--- src/design/iapee_pkg.sv ---
// Package for the IAP eeprom controller: register select codes, trigger keys,
// command codes and the structs passed between front end, queue and back end.
// Depends on nothing.
package iapee_pkg;

   // Register select codes on the bus side.
   localparam logic [2:0] SEL_DATA    = 3'd0;
   localparam logic [2:0] SEL_ADDR_HI = 3'd1;
   localparam logic [2:0] SEL_ADDR_LO = 3'd2;
   localparam logic [2:0] SEL_COMMAND = 3'd3;
   localparam logic [2:0] SEL_TRIGGER = 3'd4;
   localparam logic [2:0] SEL_CONTROL = 3'd5;

   localparam logic MODE_READ  = 1'b0;
   localparam logic MODE_WRITE = 1'b1;

   localparam logic [7:0] KEY_FIRST   = 8'h46;
   localparam logic [7:0] KEY_SECOND  = 8'hB9;
   localparam logic [7:0] CMD_READ    = 8'h01;
   localparam logic [7:0] CMD_PROGRAM = 8'h02;
   localparam logic [7:0] CMD_ERASE   = 8'h03;
   localparam logic [7:0] ERASED_BYTE = 8'hFF;

   localparam int ENABLE_BIT = 7;

   localparam logic [15:0] WINDOW_BASE_RESET = 16'h2000;

   typedef enum logic [1:0] {
      OP_READ,
      OP_PROGRAM,
      OP_ERASE
   } op_type;

   // One storage operation handed from the front end to the back end.
   typedef struct packed {
      op_type      op;
      logic [15:0] offset;
      logic [7:0]  data;
   } job_type;

   // Completion report from the back end.
   typedef struct packed {
      logic       done;
      logic       is_read;
      logic [7:0] rdata;
   } done_type;

endpackage

--- src/design/iapee_queue.sv ---
// Two-entry job queue between the front end and the storage back end.
// Depends on iapee_pkg.
module iapee_queue (
   input  logic               clock,
   input  logic               reset,
   input  logic               push,
   input  iapee_pkg::job_type push_job,
   input  logic               pop,
   output logic               empty,
   output iapee_pkg::job_type head_job
);

   iapee_pkg::job_type slot_ff [2];
   logic       wr_ptr_ff, wr_ptr_in;
   logic       rd_ptr_ff, rd_ptr_in;
   logic [1:0] count_ff, count_in;
   logic       do_push;
   logic       do_pop;

   assign empty    = (count_ff == 2'd0);
   assign head_job = slot_ff[rd_ptr_ff];
   assign do_push  = push && (count_ff != 2'd2);
   assign do_pop   = pop && !empty;

   always_comb begin
      wr_ptr_in = do_push ? ~wr_ptr_ff : wr_ptr_ff;
      rd_ptr_in = do_pop ? ~rd_ptr_ff : rd_ptr_ff;
      count_in  = count_ff + 2'(do_push) - 2'(do_pop);
   end

   always_ff @(posedge clock) begin
      if (reset) begin
         wr_ptr_ff <= 1'b0;
         rd_ptr_ff <= 1'b0;
         count_ff  <= 2'd0;
      end else begin
         wr_ptr_ff <= wr_ptr_in;
         rd_ptr_ff <= rd_ptr_in;
         count_ff  <= count_in;
      end
   end

   always_ff @(posedge clock) begin
      if (do_push) begin
         slot_ff[wr_ptr_ff] <= push_job;
      end
   end

endmodule

--- config.mk ---
export PLATFORM = sky130hd
export DESIGN_NAME = iapee_queue
export DESIGN_NICKNAME = d
export VERILOG_FILES = /design/src/design/iapee_pkg.sv /design/src/design/iapee_queue.sv
export SDC_FILE = /design/constraint.sdc
export NUM_CORES = 1
export LEC_CHECK = 0
export BUFFER_PORTS_ARGS = -buffer_cell sky130_fd_sc_hd__buf_2
export CAP_MARGIN = 20
export CORE_ASPECT_RATIO = 1.4
export CORE_MARGIN = 5
export CORE_UTILIZATION = 30
export CTS_CLUSTER_DIAMETER = 50
export DETAILED_ROUTE_END_ITERATION = 7
export SLEW_MARGIN = 25
export SYNTH_ARGS = -nofsm -noshare
export SYNTH_HDL_FRONTEND = slang
export SYNTH_SLANG_ARGS = --single-unit
--- constraint.sdc ---
create_clock -name clock -period 2.42 [get_ports clock]
set_input_delay 0.242 -clock clock [delete_from_list [all_inputs] [get_ports clock]]
set_output_delay 0.242 -clock clock [all_outputs]
set_load 0.01 [all_outputs]
==> metrics.md <==
| Metric | Value |
|---|---|
| Endpoint required time on the critical path | `2.18 ns` |
| Number of buffers on the longest clock path | `2` |
| Count of synthesis-stage warnings from yosys | `0` |
| TritonCTS clock tree | `done` |
| Placer congestion estimate | `0.689` |
| Post-synthesis sequential area ratio | `75.5%` |
| Average size of a mapped cell | `20.8 um^2` |
| Area share of the largest cell type after synthesis | `70.9%` |
| Cell taking the most area after synthesis | `edfxtp_1` |
| Via count of the routed design | `1121` |
| Worst hold slack | `0.0985 ns` |
| Actual slew at the worst max-slew pin | `0.529 ns` |
| Final setup fails | `0` |
| Worst setup EP type | `primary output` |
| Chip Width | `82.4 um` |
| Reg-to-reg setup timing slack | `0.82 ns` |
| Share of total power in the clock network | `25.7%` |
| Number of antenna violations at the first check in global routing | `0` |
| Buffers added on ports | `56` |
| Maximum vdd ir drop | `0.000477 V` |
| Number of endpoints with negative hold slack in the final report | `0` |
| Signal arrival time at the worst endpoint | `1.66 ns` |
| Number of nets in the final layout | `207` |
| Vias/cell | `4.05` |
| Synth Net Count | `138` |
| Library cell contributing the largest single delay on the critical path | `dfxtp_2` |
| Layout area overhead | `26.6%` |
| Post-layout minimum cycle time | `1.90 ns` |
| Cts repair resizes | `0` |
| Overflow left after global routing | `0` |
| Initial cell density of the core | `30.3%` |
| Gate count after technology mapping | `106` |
| TritonCTS Sinks | `57` |
| Maximum number of pins on one net before global-route repair | `17` |
| Htree depth | `3` |
| Final Slew Violations | `0` |
| Sw power | `0.763 mW` |
| Maximum operating frequency | `0.527 GHz` |
| Internal power component | `2.00 mW` |
| First-pass GRT wire length | `5650 um` |
| Crit-path max cell delay | `0.66 ns` |
| Iter 0 DRT Violations | `33` |
| Netlist Area Pre-Place | `2200 um^2` |
| Static leakage | `1.09 nW` |
| Share of the clock period used by the worst path | `78.4%` |
| Part of the power in combinational logic | `25.9%` |
| Share of final-layout standard cells stronger than drive strength 1 | `57.2%` |
| CTS hold repair buffers | `0` |
| Post-route design area | `2790 um^2` |
| Vias in the first global route | `1165` |
| Area after DPL | `2630 um^2` |
| Drc violations | `0` |
| Clock latency on the worst-skew pair | `0.33 ns` |
| Most used standard cells in the synthesized netlist | `edfxtp_1 (52), mux2_4 (21), nor2_1 (8)` |
| Average wire per cell in the routed design | `13.1 um` |
| Library cells used by synthesis | `14` |
| Slew margin rel. | `64.7%` |
| Final antenna-violating net count | `0` |
| I/O pin cnt | `57` |
| Number of antenna repair diodes | `0` |
| Wire length reported by the detailed router | `3640 um` |
| Clock-pin slew reported for the worst setup and hold paths after clock tree synthesis | `0.07 ns` |
| Cell Chain, Critical Path | `buf_12, mux2_4, buf_2` |
| Overall track demand over capacity in global routing | `8.73%` |
| Unrepaired setup endpoints after global routing | `no` |
| Startpoint type of the worst setup path | `flip-flop` |
| Most instantiated flip-flop cell in the synthesis netlist | `edfxtp_1` |
| Clock Skew | `0.00658 ns` |
| Clock root buffer | `clkbuf_8` |
| Height of the die | `111 um` |
| Synth Register Bits | `57` |
| Most frequent cell after synthesis | `edfxtp_1` |
| Top cells by area, synth | `edfxtp_1 (71%), mux2_4 (14%), dfxtp_1 (4.5%), mux2_1 (3.1%), buf_6 (1.5%)` |
| Sw frac | `27.7%` |
| Worst hold-check path type | `input pin to flip-flop` |
| Critical path type | `flip-flop to primary output` |
| Number of maximum-capacitance violations | `0` |
| Max Fanout on Critical Path | `16` |
| Fraction of power consumed by sequential logic | `48.4%` |
| Total number of placement rows | `37` |
| Cell Pwr Density | `990 nW/um^2` |
| Die footprint | `9180 um^2` |
| Number of synthesized flops with an enable pin | `52` |
| First drt pass iteration count | `4` |
| Status | `completed` |
| Std-Cell Core Area | `7270 um^2` |
| Number of post-CTS setup repair buffers | `0` |
| Post-route setup TNS | `0 ns` |
| Asr flop ratio synth | `0%` |
| Number of buffers created by CTS | `9` |
| Finished Core Util | `38.4%` |
per-layer routing:
metal	up-vias	global-route usage [%]	wire [um]
met4	0	4.66	85
met2	36	14.4	1960
met3	8	4.29	239
met5	-	0	0
met1	538	8.78	1350
li1	539	-	-
cell usage in the layout (no fill, tap or decap), drive strengths merged:
cell	Yosys	routed
o21a	1	1
o21ai	1	1
clkinv	0	4
clkbuf	0	10
clkinvlp	0	2
xor2	1	1
xnor2	2	2
nor2	8	8
buf	3	61
nor2b	1	1
ha	2	2
dfxtp	5	5
inv	3	3
edfxtp	52	52
mux2	27	27
worst max-delay path, delay by kind of cell, from the launching register on:
family,cells,cell delay (ns)
buffers and inverters,2,0.36
DFF,1,0.66
muxes,1,0.30
per-stage QoR:
| step | setup slack (ns) | cells | power [mW] |
|---|---|---|---|
| after floorplan | 0.426 | 106 | 1.84 |
| after global placement | 0.822 | 261 | 2.08 |
| after detailed placement | 0.807 | 261 | 2.09 |
| after CTS | 0.468 | 277 | 2.82 |
| after global routing | 0.419 | 277 | 2.92 |
| final | 0.522 | 277 | 2.76 |
power by group through the flow:
stage	sequential (mW)	combinational [mW]	clock, mW
after floorplan	1.31	0.532	0
after detailed placement	1.36	0.732	0
after CTS	1.34	0.734	0.744
after global placement	1.36	0.729	0
after global routing	1.35	0.782	0.784
final	1.34	0.714	0.709
final timing paths:
| path | depth (start not counted) | from | to |
|---|---|---|---|
| setup / recovery | 3 | flip-flop | head_job[13] |
| hold / removal | 1 | push_job[19] | slot_ff[1][19] |
| setup reg to reg | 8 | count_ff[1] | count_ff[1] |
| hold reg to reg | 2 | rd_ptr_ff | flip-flop |
final cells by class:
type | count | area (um^2)
Clock buffer | 10 | 128
Sequential cell | 57 | 1660
Timing Repair Buffer | 61 | 330
Clock inverter | 6 | 35.0
Tap cell | 97 | 121
Multi-Input combinational cell | 43 | 500
Fill cell | 697 | 4480
Inverter | 3 | 11.3
cells by family (layout without fill, tap and decap cells):
group | after synthesis | in the layout | synth area share [%]
buf+inv | 6 | 80 | 2.05
flops | 57 | 57 | 75.5
xor+xnor | 3 | 3 | 1.19
simple gates | 9 | 9 | 1.65
mux | 27 | 27 | 17.4
fa+ha+maj | 2 | 2 | 1.14
compound gates | 2 | 2 | 1.14
flip-flops by register name (all words and copies together) (netlist names), named ones only:
signal / cells
slot_ff: 52
count_ff: 2
rd_ptr_ff: 1
wr_ptr_ff: 1
Power figures use the tool's default switching activity.
