### src/design/iapee_pkg.sv
// Package for the IAP eeprom controller: register select codes, trigger keys,
// command codes and the structs passed between front end, queue and back end.
// Depends on nothing.
package iapee_pkg;

   // Register select codes on the bus side.
   localparam logic [2:0] SEL_DATA    = 3'd0;
   localparam logic [2:0] SEL_ADDR_HI = 3'd1;
   localparam logic [2:0] SEL_ADDR_LO = 3'd2;
   localparam logic [2:0] SEL_COMMAND = 3'd3;
   localparam logic [2:0] SEL_TRIGGER = 3'd4;
   localparam logic [2:0] SEL_CONTROL = 3'd5;

   localparam logic MODE_READ  = 1'b0;
   localparam logic MODE_WRITE = 1'b1;

   localparam logic [7:0] KEY_FIRST   = 8'h46;
   localparam logic [7:0] KEY_SECOND  = 8'hB9;
   localparam logic [7:0] CMD_READ    = 8'h01;
   localparam logic [7:0] CMD_PROGRAM = 8'h02;
   localparam logic [7:0] CMD_ERASE   = 8'h03;
   localparam logic [7:0] ERASED_BYTE = 8'hFF;

   localparam int ENABLE_BIT = 7;

   localparam logic [15:0] WINDOW_BASE_RESET = 16'h2000;

   typedef enum logic [1:0] {
      OP_READ,
      OP_PROGRAM,
      OP_ERASE
   } op_type;

   // One storage operation handed from the front end to the back end.
   typedef struct packed {
      op_type      op;
      logic [15:0] offset;
      logic [7:0]  data;
   } job_type;

   // Completion report from the back end.
   typedef struct packed {
      logic       done;
      logic       is_read;
      logic [7:0] rdata;
   } done_type;

endpackage

### src/design/iapee_front.sv
// Front end of the IAP eeprom controller: bus register file, trigger key
// sequence, command classification and the registered result outputs.
// Depends on iapee_pkg.
module iapee_front #(
   parameter int STORE_BYTES = 4096
) (
   input  logic               clock,
   input  logic               reset,
   input  logic               start,
   output logic               busy,
   input  logic               req_mode,
   input  logic [2:0]         req_reg_select,
   input  logic [7:0]         req_bus_data,
   output logic               rsp_valid,
   output logic [7:0]         rsp_read_data,
   output logic               rsp_command_ran,
   output logic               rsp_command_error,
   input  logic               csr_write_enable,
   input  logic [15:0]        csr_write_data,
   input  logic               back_idle,
   input  iapee_pkg::done_type done_info,
   output logic               job_push,
   output iapee_pkg::job_type job_out
);

   localparam logic [16:0] STORE_LIMIT = 17'(STORE_BYTES);

   logic [15:0] window_base_ff;
   logic [7:0]  data_ff, data_in;
   logic [7:0]  addr_hi_ff, addr_hi_in;
   logic [7:0]  addr_lo_ff, addr_lo_in;
   logic [7:0]  command_ff, command_in;
   logic [7:0]  control_ff, control_in;
   logic        first_key_ff, first_key_in;
   logic        pending_ff, pending_in;
   logic        rsp_valid_ff, rsp_valid_in;
   logic [7:0]  rsp_read_data_ff, rsp_read_data_in;
   logic        rsp_ran_ff, rsp_ran_in;
   logic        rsp_error_ff, rsp_error_in;

   logic        accept;
   logic [15:0] offset;
   logic        in_window;
   logic        code_ok;
   iapee_pkg::op_type op_sel;

   assign busy   = pending_ff | ~back_idle;
   assign accept = start & ~busy;

   assign offset    = {addr_hi_ff, addr_lo_ff} - window_base_ff;
   assign in_window = {1'b0, offset} < STORE_LIMIT;
   assign code_ok   = (command_ff == iapee_pkg::CMD_READ) ||
                      (command_ff == iapee_pkg::CMD_PROGRAM) ||
                      (command_ff == iapee_pkg::CMD_ERASE);

   always_comb begin
      case (command_ff)
         iapee_pkg::CMD_READ:    op_sel = iapee_pkg::OP_READ;
         iapee_pkg::CMD_PROGRAM: op_sel = iapee_pkg::OP_PROGRAM;
         default:                op_sel = iapee_pkg::OP_ERASE;
      endcase
   end

   always_comb begin
      data_in          = data_ff;
      addr_hi_in       = addr_hi_ff;
      addr_lo_in       = addr_lo_ff;
      command_in       = command_ff;
      control_in       = control_ff;
      first_key_in     = first_key_ff;
      pending_in       = pending_ff;
      rsp_valid_in     = 1'b0;
      rsp_read_data_in = 8'h00;
      rsp_ran_in       = 1'b0;
      rsp_error_in     = 1'b0;
      job_push         = 1'b0;
      job_out.op       = op_sel;
      job_out.offset   = offset;
      job_out.data     = data_ff;

      // A finished read command lands in the data register.
      if (done_info.done) begin
         pending_in = 1'b0;
         if (done_info.is_read) begin
            data_in = done_info.rdata;
         end
      end

      if (accept) begin
         rsp_valid_in = 1'b1;
         if (req_mode == iapee_pkg::MODE_READ) begin
            case (req_reg_select)
               iapee_pkg::SEL_DATA:    rsp_read_data_in = data_ff;
               iapee_pkg::SEL_ADDR_HI: rsp_read_data_in = addr_hi_ff;
               iapee_pkg::SEL_ADDR_LO: rsp_read_data_in = addr_lo_ff;
               iapee_pkg::SEL_COMMAND: rsp_read_data_in = command_ff;
               iapee_pkg::SEL_CONTROL: rsp_read_data_in = control_ff;
               default:                rsp_read_data_in = 8'h00;
            endcase
         end else begin
            case (req_reg_select)
               iapee_pkg::SEL_DATA:    data_in    = req_bus_data;
               iapee_pkg::SEL_ADDR_HI: addr_hi_in = req_bus_data;
               iapee_pkg::SEL_ADDR_LO: addr_lo_in = req_bus_data;
               iapee_pkg::SEL_COMMAND: command_in = req_bus_data;
               iapee_pkg::SEL_CONTROL: control_in = req_bus_data;
               iapee_pkg::SEL_TRIGGER: begin
                  if (req_bus_data == iapee_pkg::KEY_FIRST) begin
                     first_key_in = 1'b1;
                  end else begin
                     first_key_in = 1'b0;
                     if (req_bus_data == iapee_pkg::KEY_SECOND && first_key_ff &&
                         control_ff[iapee_pkg::ENABLE_BIT]) begin
                        if (!code_ok || !in_window) begin
                           rsp_error_in = 1'b1;
                        end else begin
                           rsp_ran_in = 1'b1;
                           job_push   = 1'b1;
                           pending_in = 1'b1;
                        end
                     end
                  end
               end
               default: begin
               end
            endcase
         end
      end
   end

   always_ff @(posedge clock) begin
      if (reset) begin
         window_base_ff   <= iapee_pkg::WINDOW_BASE_RESET;
         data_ff          <= iapee_pkg::ERASED_BYTE;
         addr_hi_ff       <= 8'hFF;
         addr_lo_ff       <= 8'hFF;
         command_ff       <= 8'h00;
         control_ff       <= 8'h00;
         first_key_ff     <= 1'b0;
         pending_ff       <= 1'b0;
         rsp_valid_ff     <= 1'b0;
         rsp_read_data_ff <= 8'h00;
         rsp_ran_ff       <= 1'b0;
         rsp_error_ff     <= 1'b0;
      end else begin
         if (csr_write_enable) begin
            window_base_ff <= csr_write_data;
         end
         data_ff          <= data_in;
         addr_hi_ff       <= addr_hi_in;
         addr_lo_ff       <= addr_lo_in;
         command_ff       <= command_in;
         control_ff       <= control_in;
         first_key_ff     <= first_key_in;
         pending_ff       <= pending_in;
         rsp_valid_ff     <= rsp_valid_in;
         rsp_read_data_ff <= rsp_read_data_in;
         rsp_ran_ff       <= rsp_ran_in;
         rsp_error_ff     <= rsp_error_in;
      end
   end

   assign rsp_valid         = rsp_valid_ff;
   assign rsp_read_data     = rsp_read_data_ff;
   assign rsp_command_ran   = rsp_ran_ff;
   assign rsp_command_error = rsp_error_ff;

endmodule

### config.mk
export PLATFORM = sky130hd
export DESIGN_NAME = iapee_front
export DESIGN_NICKNAME = d
export VERILOG_FILES = /design/src/design/iapee_pkg.sv /design/src/design/iapee_front.sv
export SDC_FILE = /design/constraint.sdc
export NUM_CORES = 1
export LEC_CHECK = 0
export BUFFER_PORTS_ARGS = -buffer_cell sky130_fd_sc_hd__buf_2
export CAP_MARGIN = 20
export CORE_ASPECT_RATIO = 0.75
export CORE_MARGIN = 10
export CORE_UTILIZATION = 30
export CTS_BUF_LIST = sky130_fd_sc_hd__clkbuf_4
export CTS_CLUSTER_SIZE = 10
export DETAILED_ROUTE_END_ITERATION = 6
export HOLD_SLACK_MARGIN = 0.08
export PLACE_DENSITY_LB_ADDON = 0.1
export SKIP_LAST_GASP = 1
export SLEW_MARGIN = 30
export SYNTH_ARGS = -nofsm -noshare
export SYNTH_HDL_FRONTEND = slang
export SYNTH_SLANG_ARGS = --single-unit
### constraint.sdc
create_clock -name clock -period 6.6 [get_ports clock]
set_input_delay 0.33 -clock clock [delete_from_list [all_inputs] [get_ports clock]]
set_output_delay 0.33 -clock clock [all_outputs]
set_load 0.005 [all_outputs]
==> flow_summary.yaml, run 1 <==
outcome:
  status: "completed"
critical_path:
  startpoint_type: "flop"
  crit_start: "addr_lo_ff[0]"
  rr_startpoint: "addr_lo_ff[0]"
  critPathKind: "reg2out"
  path_depth: 12
  worstSetupEndpoint: "job_push"
  worstReg2RegEnd: "rsp_command_error"
  r2r_slack_ns: 3.68
  reg2regPathDepth: 11
  path_cells: "inv_1 -> ha_1 -> inv_1 -> fa_1 -> a21o_1 -> a221oi_2 -> o221a_2 -> o21ai_0 -> xor2_1 -> or4_4 -> nor2_1 -> buf_2"
  worstPathMaxFanout: 3
  endpoint_kind: "output pin"
  crit_path_frequent_cell: "inv_1"
  slowest_delay_ns: 0.54
  critPathRequiredTime_ns: 6.27
  path_buf_inv: 3
  cp_top_family: "compound AO/OA/AOI/OAI gates"
  crit_arrival_ns: 3.30
  critical-path-slowest-cell: "or4_4"
synthesis:
  yosysWarnings: 0
  syn-cell-area_mm2: 0.00370
  synth-async-reset-ratio_pct: 0
  synth-seq-cells: 69
  synth-compound-area-share_pct: 12.4
  synth-main-ff-cell: "dfxtp_1"
  mappedNetlistNets: 507
  synth_fa_ha_area_share_pct: 5.61
  synth_edf_count: 0
  yosysSeqAreaShare_pct: 37.3
  synth_xor_area_share_pct: 3.31
  synth-simple-area-share_pct: 22.2
  synth_top_family_by_area: "simple AND/OR/NAND/NOR gates"
  synth.distinct_cells: 50
  syn_avg_cell_area_um2: 8.27
  syn_inst: 448
  synth.mux.area_fraction_pct: 14.8
global_routing:
  grt_max_degree: 35
  grt_pass1_vias: 3285
  grt_usage_pct: 13.7
  antenna_found_initial: 0
  grt_pass1_wl_um: 18400
  grt.overflow.total: 0
timing:
  min_period_ns: 3.63
  finalClockSkew_ns: 0.00842
  min_period_over_period_pct: 55.0
  worst_slew_pin_slew_ns: 0.821
  final-hold-violation-count: 0
  max_slew_margin_pct: 45.0
  layout_setup_ws_ns: 2.97
  rsz0062_at_grt: "no"
  slew_viol_final: 0
  setup_viol: 0
  fmax_mhz: 275
  fin_setup_tns_ns: 0
hold_path:
  hold_path_startpoint: "csr_write_data[15]"
  hold_class: "in2reg"
place:
  place.gp.congestion: 0.793
  pre_cts_ws_ns: 3.40
  numPortBuffers: 81
  hpwl_um: 9090
die:
  die_h_um: 116
  core-area_mm2: 0.0122
  dieArea_mm2: 0.0172
  placementRows: 35
  start_util_pct: 30.4
  die_x_um: 148
  pin_count: 82
clock_network:
  clockBufferDepth: 2
  cts_tree: "built"
  cts_hold_buf: 0
  cts_htree_levels: 3
  cts_setup_buffers: 0
  numCtsBuffers: 9
  post_cts_resized: 0
  numClockSinks: 69
  cts-root-buf: "clkbuf_4"
  clkTransAtPathRegs_ns: 0.11
  clock_latency_ns: 0.42
power:
  powerDensity_mw_per_mm2: 195
  peakVddDrop_mv: 0.101
  power_leakage_nw: 1.85
  power.internal_w: 0.000601
  switching_share_pct: 29.4
  p_clk_share_pct: 30.9
  power_frac_seq_pct: 51.2
  switchingPower_w: 0.000251
  combPwrFrac_pct: 18.0
drt:
  wirelength_um: 11700
  vias: 3331
  firstDrtPassIters: 4
  wl_per_cell_um: 16.9
  ant_nets: 0
  via_per_inst: 4.81
  drcViolationCount: 0
  drt-initial-drc-count: 192
finish:
  layout_common_cells: "81 x buf_2, 72 x nand2_1, 69 x dfxtp_1, 55 x nor2_1, 47 x mux2i_1"
  regArea_mm2: 0.00138
  final_common_cell: "buf_2"
  diodes: 0
  drive_gt1_share_pct: 20.7
  area.growth.synth_to_final_pct: 18.2
  nets: 581
  nFillCells: 1360
  multi_input_area_mm2: 0.00216
flow_run:
  max_cap_violations: 0
-- flip-flops by register name, summed over array words and instances (netlist names), 8 cells and up --
name            cells
data_ff             8
window_base_ff     16
addr_hi_ff          8
control_ff          8
rsp_read_data       8
addr_lo_ff          8
command_ff          8
-- synth_stat cells (all sizes together), types with 3 or more instances --
library cell | number | area (µm²)
a211oi | 3 | 22.5
clkbuf | 15 | 56.3
xor2 | 3 | 26.3
nand2 | 72 | 270
ha | 15 | 188
nand3 | 19 | 100
o21ai | 27 | 135
mux2i | 47 | 470
dfxtp | 69 | 1380
a21oi | 15 | 75.1
inv | 24 | 90.1
and3 | 3 | 18.8
nor2 | 55 | 206
xnor2 | 11 | 96.3
nor2b | 5 | 31.3
or4 | 4 | 33.8
o211ai | 3 | 22.5
mux2 | 7 | 78.8
nand4 | 4 | 25.0
and2 | 3 | 18.8
nand2b | 5 | 31.3
buf | 4 | 15.0
a22oi | 7 | 52.6
-- per-stage QoR --
step	total power (W)	instances	instance area, µm²	util [%]	hold slack (ns)
after floorplan	0.000536	448	3700	-	0.428
after global placement	0.000599	677	4250	34.9	0.453
after detailed placement	0.000600	677	4250	34.9	0.454
after CTS	0.000868	693	4380	36.0	0.0950
after global routing	0.000906	693	4380	36.0	0.117
final	0.000852	693	4380	36.0	0.136
-- kinds of logic after synthesis --
group	after synthesis
AO/OA/AOI/OAI	70
XOR/XNOR	14
adder cells (fa/ha/maj)	16
buffers and inverters	44
flip-flops	69
multiplexers	54
AND/OR/NAND/NOR	181
-- power groups by stage --
| stage | Combinational (W) | Sequential, W | Clock (W) |
|---|---|---|---|
| final | 0.000153 | 0.000436 | 0.000263 |
| after global routing | 0.000172 | 0.000438 | 0.000296 |
| after CTS | 0.000155 | 0.000436 | 0.000277 |
| after detailed placement | 0.000154 | 0.000446 | 0 |
| after global placement | 0.000154 | 0.000445 | 0 |
| after floorplan | 0.0000923 | 0.000443 | 0 |
-- metal layers --
layer / GRT usage [%] / share of wire (%) / vias up / routed length [µm]
met3: 4.18 / 7.1 / 10 / 828
met4: 3.16 / 0.93 / 0 / 109
met5: 0 / 0 / - / 0
li1: - / - / 1691 / -
met2: 19.7 / 42 / 74 / 4970
met1: 19.5 / 50 / 1556 / 5840
-- how the worst min path moves through the flow --
stage                                    end  depth (start not counted)
after global routing       window_base_ff[7]                          3
after CTS                 window_base_ff[15]                          3
final                     window_base_ff[15]                          3
after floorplan                   pending_ff                          2
after detailed placement        first_key_ff                          2
after global placement          first_key_ff                          2
-- final cells by class --
cell class / instances / area share, %
timing repair buffer: 82 / 9.43
tap: 166 / 4.74
sequential: 69 / 31.5
clock inverter: 7 / 1.29
inverter: 25 / 2.14
clock buffer: 9 / 1.54
multi-input combinational: 335 / 49.3
-- worst reg2reg max path: stages, from the launching register on --
cell and delay (ns):
dfxtp_1 0.34, inv_1 0.07, ha_1 0.16, inv_1 0.05
fa_1 0.39, a21o_1 0.20, a221oi_2 0.38, o221a_2 0.28
o21ai_0 0.09, xor2_1 0.18, or4_4 0.54, nor2b_1 0.14
No activity file was read; power rests on OpenSTA's default activity.
==> run 2, diff against run 1 <==
==> constraint.sdc (replaced) <==
create_clock -name clock -period 3.52 [get_ports clock]
set_input_delay 0.176 -clock clock [delete_from_list [all_inputs] [get_ports clock]]
set_output_delay 0.176 -clock clock [all_outputs]
set_load 0.005 [all_outputs]
==> flow_summary.yaml, run 2 (synthesis results as in run 1) <==
outcome:
  status: "completed"
timing:
  layout_setup_ws_ns: 0.155
  min_period_over_period_pct: 95.6
  max_slew_margin_pct: 46.6
  fin_setup_tns_ns: 0
  fmax_mhz: 297
  finalClockSkew_ns: 0.0145
  worst_slew_pin_slew_ns: 0.797
  final-hold-violation-count: 0
  setup_viol: 0
  min_period_ns: 3.36
  rsz0062_at_grt: "yes"
  slew_viol_final: 0
critical_path:
  crit_start: "addr_lo_ff[0]"
  r2r_slack_ns: 0.72
  crit_arrival_ns: 3.19
  rr_startpoint: "addr_lo_ff[0]"
  critPathKind: "reg2out"
  startpoint_type: "flop"
  critPathRequiredTime_ns: 3.34
  reg2regPathDepth: 11
  endpoint_kind: "output pin"
  worstSetupEndpoint: "job_push"
  worstReg2RegEnd: "rsp_command_error"
  worstPathMaxFanout: 3
global_routing:
  grt_pass1_wl_um: 19100
  grt_pass1_vias: 3518
  grt_max_degree: 35
  grt_usage_pct: 14.1
  antenna_found_initial: 0
  grt.overflow.total: 0
finish:
  final_common_cell: "buf_2"
  regArea_mm2: 0.00138
  area.growth.synth_to_final_pct: 30.1
  nFillCells: 1299
  drive_gt1_share_pct: 21.4
  layout.cells.non_filler: 731
  diodes: 0
  multi_input_area_mm2: 0.00218
  layout_common_cells: "81 x buf_2, 72 x nand2_1, 69 x dfxtp_1, 54 x nor2_1, 47 x mux2i_1"
  largest_register_ffs: 16
  nets: 619
  largest-register: "window_base_ff"
  post-route-util_pct: 39.6
clock_network:
  numClockSinks: 69
  clockBufferDepth: 2
  cts_htree_levels: 3
  clkTransAtPathRegs_ns: 0.12
  numCtsBuffers: 9
  clock_latency_ns: 0.43
  cts_tree: "built"
  cts-root-buf: "clkbuf_4"
drt:
  via_per_inst: 4.71
  ant_nets: 0
  wirelength_um: 11900
  vias: 3444
  wl_per_cell_um: 16.2
  firstDrtPassIters: 4
  drt-initial-drc-count: 154
  drcViolationCount: 0
place:
  dp.cells: 682
  pre_cts_ws_ns: 0.442
  numPortBuffers: 81
  hpwl_um: 9030
  place.gp.congestion: 0.801
die:
  core-area_mm2: 0.0122
  pin_count: 82
  placementRows: 35
  start_util_pct: 30.4
  die_x_um: 148
  die_h_um: 116
  dieArea_mm2: 0.0172
hold_path:
  hold_class: "in2reg"
power:
  powerDensity_mw_per_mm2: 372
  finalPower_w: 0.00179
  peakVddDrop_mv: 0.156
  power_leakage_nw: 2.04
flow_run:
  max_cap_violations: 0
==> run 2: cell count changes in the layout (fill, tap and decap cells not counted), sizes merged <==
cell	previous run	this run
buf	82	88
bufinv	1	3
clkinv	6	3
clkinvlp	1	2
dlygate4sd3	0	32
==> run 2: metrics by stage <==
step	hold WS, ns	cell area, µm²
2_1_floorplan	0.300	3700
3_3_place_gp	0.411	4290
3_5_place_dp	0.419	4290
4_1_cts	0.0843	4800
5_1_grt	0.0936	4820
6_report	0.132	4820
==> run 2: layer usage <==
layer,wire [µm],vias up,track usage (%)
li1,-,1763,-
met1,5950,1592,18.6
met2,5090,84,21.6
met3,751,5,5.65
met4,73,0,2.24
met5,0,-,0
==> run 2: how the worst min path moves through the flow <==
stage | startpoint | to | cells past startpoint | slack (ns)
5_1_grt | req_bus_data[0] | addr_lo_ff[0] | 3 | 0.09
2_1_floorplan | req_bus_data[1] | addr_lo_ff[1] | 2 | 0.30
3_3_place_gp | csr_write_data[6] | window_base_ff[6] | 3 | 0.41
4_1_cts | req_bus_data[0] | addr_lo_ff[0] | 3 | 0.08
3_5_place_dp | csr_write_data[8] | window_base_ff[8] | 3 | 0.42
6_report | req_bus_data[0] | addr_lo_ff[0] | 3 | 0.13
==> run 2: cell type report <==
type | instances | area share [%]
Clock buffer | 9 | 1.40
Clock inverter | 7 | 2.36
Inverter | 25 | 1.95
Multi-Input combinational cell | 335 | 45.2
Sequential cell | 69 | 28.7
Tap cell | 166 | 4.31
Timing Repair Buffer | 120 | 16.1
==> run 2: power by group <==
part | total [W] | leakage [nW] | switching (W) | internal, W
combinational | 0.000321 | 1.39 | 0.000173 | 0.000148
clock | 0.000654 | 0.0896 | 0.000298 | 0.000356
sequential | 0.000818 | 0.562 | 0.0000152 | 0.000803
total | 0.00179 | 2.04 | 0.000486 | 0.00131
==> run 2: timing repair <==
item	in CTS	in global routing
hold endpoints to repair	32	1
hold buffers	31	1
setup endpoints to repair	1	1
pin swaps	3	3
gates resized for setup	2	2
buffers inserted	0	1
==> run 2: critical path: stages, from the launching register on <==
cell	delay, ns
dfxtp_1	0.34
inv_1	0.07
ha_2	0.17
inv_1	0.05
fa_2	0.34
a21o_1	0.20
a221oi_4	0.29
o221a_2	0.25
o21ai_0	0.10
xor2_1	0.18
or4_4	0.55
nor2_2	0.09
buf_2	0.11
